File: src/rtl/core/hng_pkg.sv
package hng_pkg;

   // Map geometry
   localparam int MaxSize  = 1024;
   localparam int ColW     = $clog2(MaxSize);
   localparam int SizeW    = ColW + 1;
   localparam int MemAw    = ColW + 1;
   localparam int HeightW  = 16;
   localparam int DiffW    = HeightW + 1;

   // Normal arithmetic
   localparam int SqW      = 32;
   localparam int LenW     = SqW + 2;
   localparam int AccW     = 72;
   localparam int LoW      = 15;
   localparam int BitW     = 4;
   localparam int LastBit  = LoW - 1;
   localparam int RhsShift = 30;
   localparam int YConst   = 512;
   localparam int YSquare  = YConst * YConst;
   localparam int NumComp  = 3;
   localparam int NumSlots = 6;

   // Configuration registers
   localparam int CsrAddrW = 3;
   localparam int CsrDataW = 32;
   localparam logic CsrMapSizeIdx = 1'b0;
   localparam logic [SizeW-1:0] MapSizeReset = SizeW'(MaxSize);

   typedef enum logic [3:0] {
      S_IDLE, S_READ, S_WRITE, S_VERT, S_SQ, S_SETUP, S_ITER, S_PACK, S_OUT
   } state_type;

   // Row store reads: up = previous row bank, dn = current row bank
   typedef enum logic [2:0] {
      RD_UP_C, RD_UP_L, RD_UP_R, RD_DN_C, RD_DN_L, RD_DN_LL
   } rd_sel_type;

   // Which vertex a sample releases
   typedef enum logic [1:0] {
      V_ABOVE, V_LEFT, V_CORNER
   } vert_type;

   typedef struct packed {
      logic              load_in;
      logic              rd_en;
      rd_sel_type        rd_sel;
      logic              wr_en;
      logic              vload;
      vert_type          vsel;
      logic              sq_en;
      logic              setup;
      logic              iter;
      logic [BitW-1:0]   bitpos;
      logic              out_load;
   } cmd_type;

   typedef struct packed {
      logic first_row;
      logic has_left;
      logic has_corner;
      logic rsp_fire;
   } status_type;

endpackage

File: src/rtl/core/hng_ctrl.sv
module hng_ctrl (
   input  logic                clock,
   input  logic                reset,
   input  logic                req_valid,
   output logic                req_ready,
   input  hng_pkg::status_type stat,
   output hng_pkg::cmd_type    cmd
);
   import hng_pkg::*;

   state_type       state_ff, state_in;
   logic [BitW-1:0] cnt_ff, cnt_in;
   vert_type        vsel_ff, vsel_in;

   always_ff @(posedge clock) begin
      if (reset) begin
         state_ff <= S_IDLE;
         cnt_ff   <= '0;
         vsel_ff  <= V_ABOVE;
      end else begin
         state_ff <= state_in;
         cnt_ff   <= cnt_in;
         vsel_ff  <= vsel_in;
      end
   end

   always_comb begin
      state_in   = state_ff;
      cnt_in     = cnt_ff;
      vsel_in    = vsel_ff;
      req_ready  = 1'b0;
      cmd        = '0;
      cmd.rd_sel = rd_sel_type'(cnt_ff[2:0]);
      cmd.vsel   = vsel_ff;
      cmd.bitpos = cnt_ff;
      case (state_ff)
         S_IDLE: begin
            req_ready = 1'b1;
            if (req_valid) begin
               cmd.load_in = 1'b1;
               cnt_in      = '0;
               state_in    = S_READ;
            end
         end
         S_READ: begin
            cmd.rd_en = 1'b1;
            if (cnt_ff == BitW'(NumSlots - 1)) begin
               state_in = S_WRITE;
            end else begin
               cnt_in = cnt_ff + BitW'(1);
            end
         end
         S_WRITE: begin
            cmd.wr_en = 1'b1;
            vsel_in   = V_ABOVE;
            state_in  = stat.first_row ? S_IDLE : S_VERT;
         end
         S_VERT: begin
            cmd.vload = 1'b1;
            state_in  = S_SQ;
         end
         S_SQ: begin
            cmd.sq_en = 1'b1;
            state_in  = S_SETUP;
         end
         S_SETUP: begin
            cmd.setup = 1'b1;
            cnt_in    = BitW'(LastBit);
            state_in  = S_ITER;
         end
         S_ITER: begin
            cmd.iter = 1'b1;
            if (cnt_ff == '0) begin
               state_in = S_PACK;
            end else begin
               cnt_in = cnt_ff - BitW'(1);
            end
         end
         S_PACK: begin
            cmd.out_load = 1'b1;
            state_in     = S_OUT;
         end
         S_OUT: begin
            if (stat.rsp_fire) begin
               state_in = S_IDLE;
               case (vsel_ff)
                  V_ABOVE: begin
                     if (stat.has_left) begin
                        vsel_in  = V_LEFT;
                        state_in = S_VERT;
                     end
                  end
                  V_LEFT: begin
                     if (stat.has_corner) begin
                        vsel_in  = V_CORNER;
                        state_in = S_VERT;
                     end
                  end
                  default: state_in = S_IDLE;
               endcase
            end
         end
         default: state_in = S_IDLE;
      endcase
   end

endmodule

File: config.mk
export PLATFORM = sky130hd
export DESIGN_NAME = hng_ctrl
export DESIGN_NICKNAME = d
export VERILOG_FILES = /design/src/rtl/core/hng_pkg.sv /design/src/rtl/core/hng_ctrl.sv
export SDC_FILE = /design/constraint.sdc
export NUM_CORES = 1
export LEC_CHECK = 0
export BUFFER_PORTS_ARGS = -buffer_cell sky130_fd_sc_hd__buf_2
export CAP_MARGIN = 30
export CORE_MARGIN = 2
export CORE_UTILIZATION = 52
export CTS_BUF_LIST = sky130_fd_sc_hd__clkbuf_2 sky130_fd_sc_hd__clkbuf_4 sky130_fd_sc_hd__clkbuf_8
export DETAILED_ROUTE_END_ITERATION = 10
export PLACE_DENSITY = 0.78
export RECOVER_POWER = 50
export SYNTH_ARGS = -nofsm -noshare
export SYNTH_HDL_FRONTEND = slang
export SYNTH_SLANG_ARGS = --single-unit
File: constraint.sdc
create_clock -name clock -period 2.1 [get_ports clock]
set_input_delay 0.42 -clock clock [delete_from_list [all_inputs] [get_ports clock]]
set_output_delay 0.42 -clock clock [all_outputs]
set_load 0.02 [all_outputs]
==> run metrics <==
FF+latch area=about 200 µm²; Worst Tran Pin Value=0.514 ns; Tcrit/Tclk final=0.959; die area=0.00186 mm²; total grt overflow=0; setup TNS=0 ns; total CTS buffers=3; # resized after CTS=0; number of synthesized register bits=10; layout cells sized above 1=0.248; Synth cell types=39; CTS tree=built; Initial Util=0.540; final setup vio count=0; Req. time, crit path=between 1.5 and 2 ns; ANT cells=0; combinational group share of total power=0.553; commonest non-fill, non-tap cell in the layout=nor2_1; design internal power=about 0.58 mW; CORE AREA=between 0.001 and 0.0015 mm²; # fillers=between 100 and 150; DRC=0; die width=between 40 and 50 µm; pwr dens=1220 mW/mm²; post-CTS setup buffers=0; final slew viol count=0; area occupied by multi-input gates=about 520 µm²; crit-path max cell delay=approximately 0.50 ns; clock slew at reported path FFs=~0.080 ns; clk_lat worst skew=about 0.29 ns; worst path cell trace=inv_1, nor3_1, buf_2; Final HPWL DP=between 1 and 1.5 mm; switching share of power=0.490; minimum clock period=2.01 ns; CTS sink cnt=10; unrepaired setup endpoints after global routing=no; critical path class=flop to output pin; Fin. Hold Viols=0; Ys Warns=0; CTS Hold Bufs=0; Longest Clk Path Bufs=2; share of total power in the clock network=0.166; Syn Nets=111; CTS HTree Levels=1; Mean Syn Cell Area=7.79 µm²; most frequent cells in the layout=nor2_1 (17), buf_2 (15), dfxtp_1 (10); IO Port Bufs=24; Worst path slowest cell=dfxtp_1; crit path max fanout=9; WL per Instance=roughly 14 µm; Slew headroom=0.654; asr flop ratio synth=0; Critical Path AT=1.59 ns; first-pass GRT wire length=between 3 and 4 mm; Max Cap Viol=0; critical path launch point type=flop; Die H=43.1 µm; Min-Delay Path Class=input pin to flop; cells after synthesis=slightly above 100; drt pass-1 iters=4; gr usage total=0.231; routed via count=about 840; Seq/Total Area, Yosys=0.252; Routed Antenna Nets=0; Max IR drop VDD=just under 0.8 mV; Final nets=135; final setup skew=a little over 0.007 ns; drt via density=~6; RD Place Congestion=between 0.8 and 0.9; CP endpoint kind=output pin; site row count=14; io pins=25; Tot Pwr=approximately 1.1 mW; First DRT Iteration DRCs=28; initial antenna violation count=0; vias in the first global route=730; status=completed; largest net degree at the start of global routing=15; fmax=0.497 GHz; CTS root buffer=clkbuf_4; Sequential Power Share=0.281; total routed wirelength=approximately 1.9 mm; Post-synth EDFFs=0; P_leak=0.387 nW; Mapped Area=approximately 800 µm²; ys flop type=dfxtp_1; NetSw=roughly 0.56 mW; Area growth syn-to-layout=17.0%
metal layers:
metal | vias to the layer above | part of all wire | GRT usage
met3 | 5 | 0.060 | 0.0638
met4 | 0 | 0.022 | 0.145
met1 | 374 | 0.44 | 0.260
met2 | 41 | 0.47 | 0.376
li1 | 415 | - | -
met5 | - | 0 | 0
path summary, 6_finish.rpt:
check                   start          to  slack, ns  cells past startpoint
hold / removal          reset   cnt_ff[3]       0.45                      2
setup / recovery  state_ff[0]      cmd[6]       0.09                      3
hold reg to reg    vsel_ff[1]  vsel_ff[1]       0.52                      2
setup reg to reg  state_ff[0]   cnt_ff[3]       0.18                      7
power groups by stage:
stage,Combinational (mW),Sequential [mW],Clock [mW]
floorplan,0.503,0.325,0
global placement,0.625,0.313,0
detailed placement,0.632,0.319,0
CTS,0.635,0.316,0.189
global route,0.682,0.329,0.201
finish,0.627,0.319,0.189
area by class of cell:
cell class,count,share of cell area
clock buffer,4,0.0390
inverter,5,0.0202
multi-input combinational,79,0.563
sequential,10,0.215
tap,16,0.0215
timing repair buffer,27,0.141
Yosys cell counts (all sizes together), types with 2 or more instances:
cell type / count / area (µm²)
nand2: 9 / 33.8
a21oi: 5 / 25.0
a311oi: 2 / 23.8
nor2: 17 / 63.8
nand3: 3 / 15.0
inv: 5 / 18.8
xnor2: 3 / 26.3
a31oi: 2 / 12.5
nor3: 5 / 25.0
buf: 5 / 41.3
o22ai: 3 / 18.8
nor4: 2 / 12.5
mux2i: 2 / 20.0
clkbuf: 3 / 11.3
o21ai: 4 / 20.0
nor2b: 3 / 18.8
dfxtp: 10 / 200
ha: 2 / 25.0
registers in the layout (all words and copies together), names as in the netlist:
register  flops
cnt_ff        4
vsel_ff       2
state_ff      4
per-stage QoR:
step	utilization	area (µm²)	setup slack [ns]	hold slack, ns	cells
after floorplan	-	795	0.0143	0.617	102
after global placement	0.615	905	0.325	0.500	137
after detailed placement	0.615	905	0.221	0.505	137
after CTS	0.639	941	0.115	0.448	141
after global routing	0.632	930	0.00212	0.450	141
final	0.632	930	0.0870	0.446	141
critical path, delay by kind of cell, from the launching register on:
family                 cells  cell delay, ns
DFF                        1            0.50
buffers and inverters      2            0.43
and+or+nand+nor            1            0.38
cells by family (layout without fill, tap and decap cells):
| group | count (synthesis) | in the layout | synth area share |
|---|---|---|---|
| compound gates | 26 | 26 | 0.265 |
| xor+xnor | 3 | 3 | 0.0331 |
| fa+ha+maj | 2 | 2 | 0.0315 |
| buf+inv | 13 | 36 | 0.0898 |
| flops | 10 | 10 | 0.252 |
| mux | 2 | 2 | 0.0252 |
| simple gates | 46 | 46 | 0.304 |
Note: power is estimated with default switching activity, not from simulation.
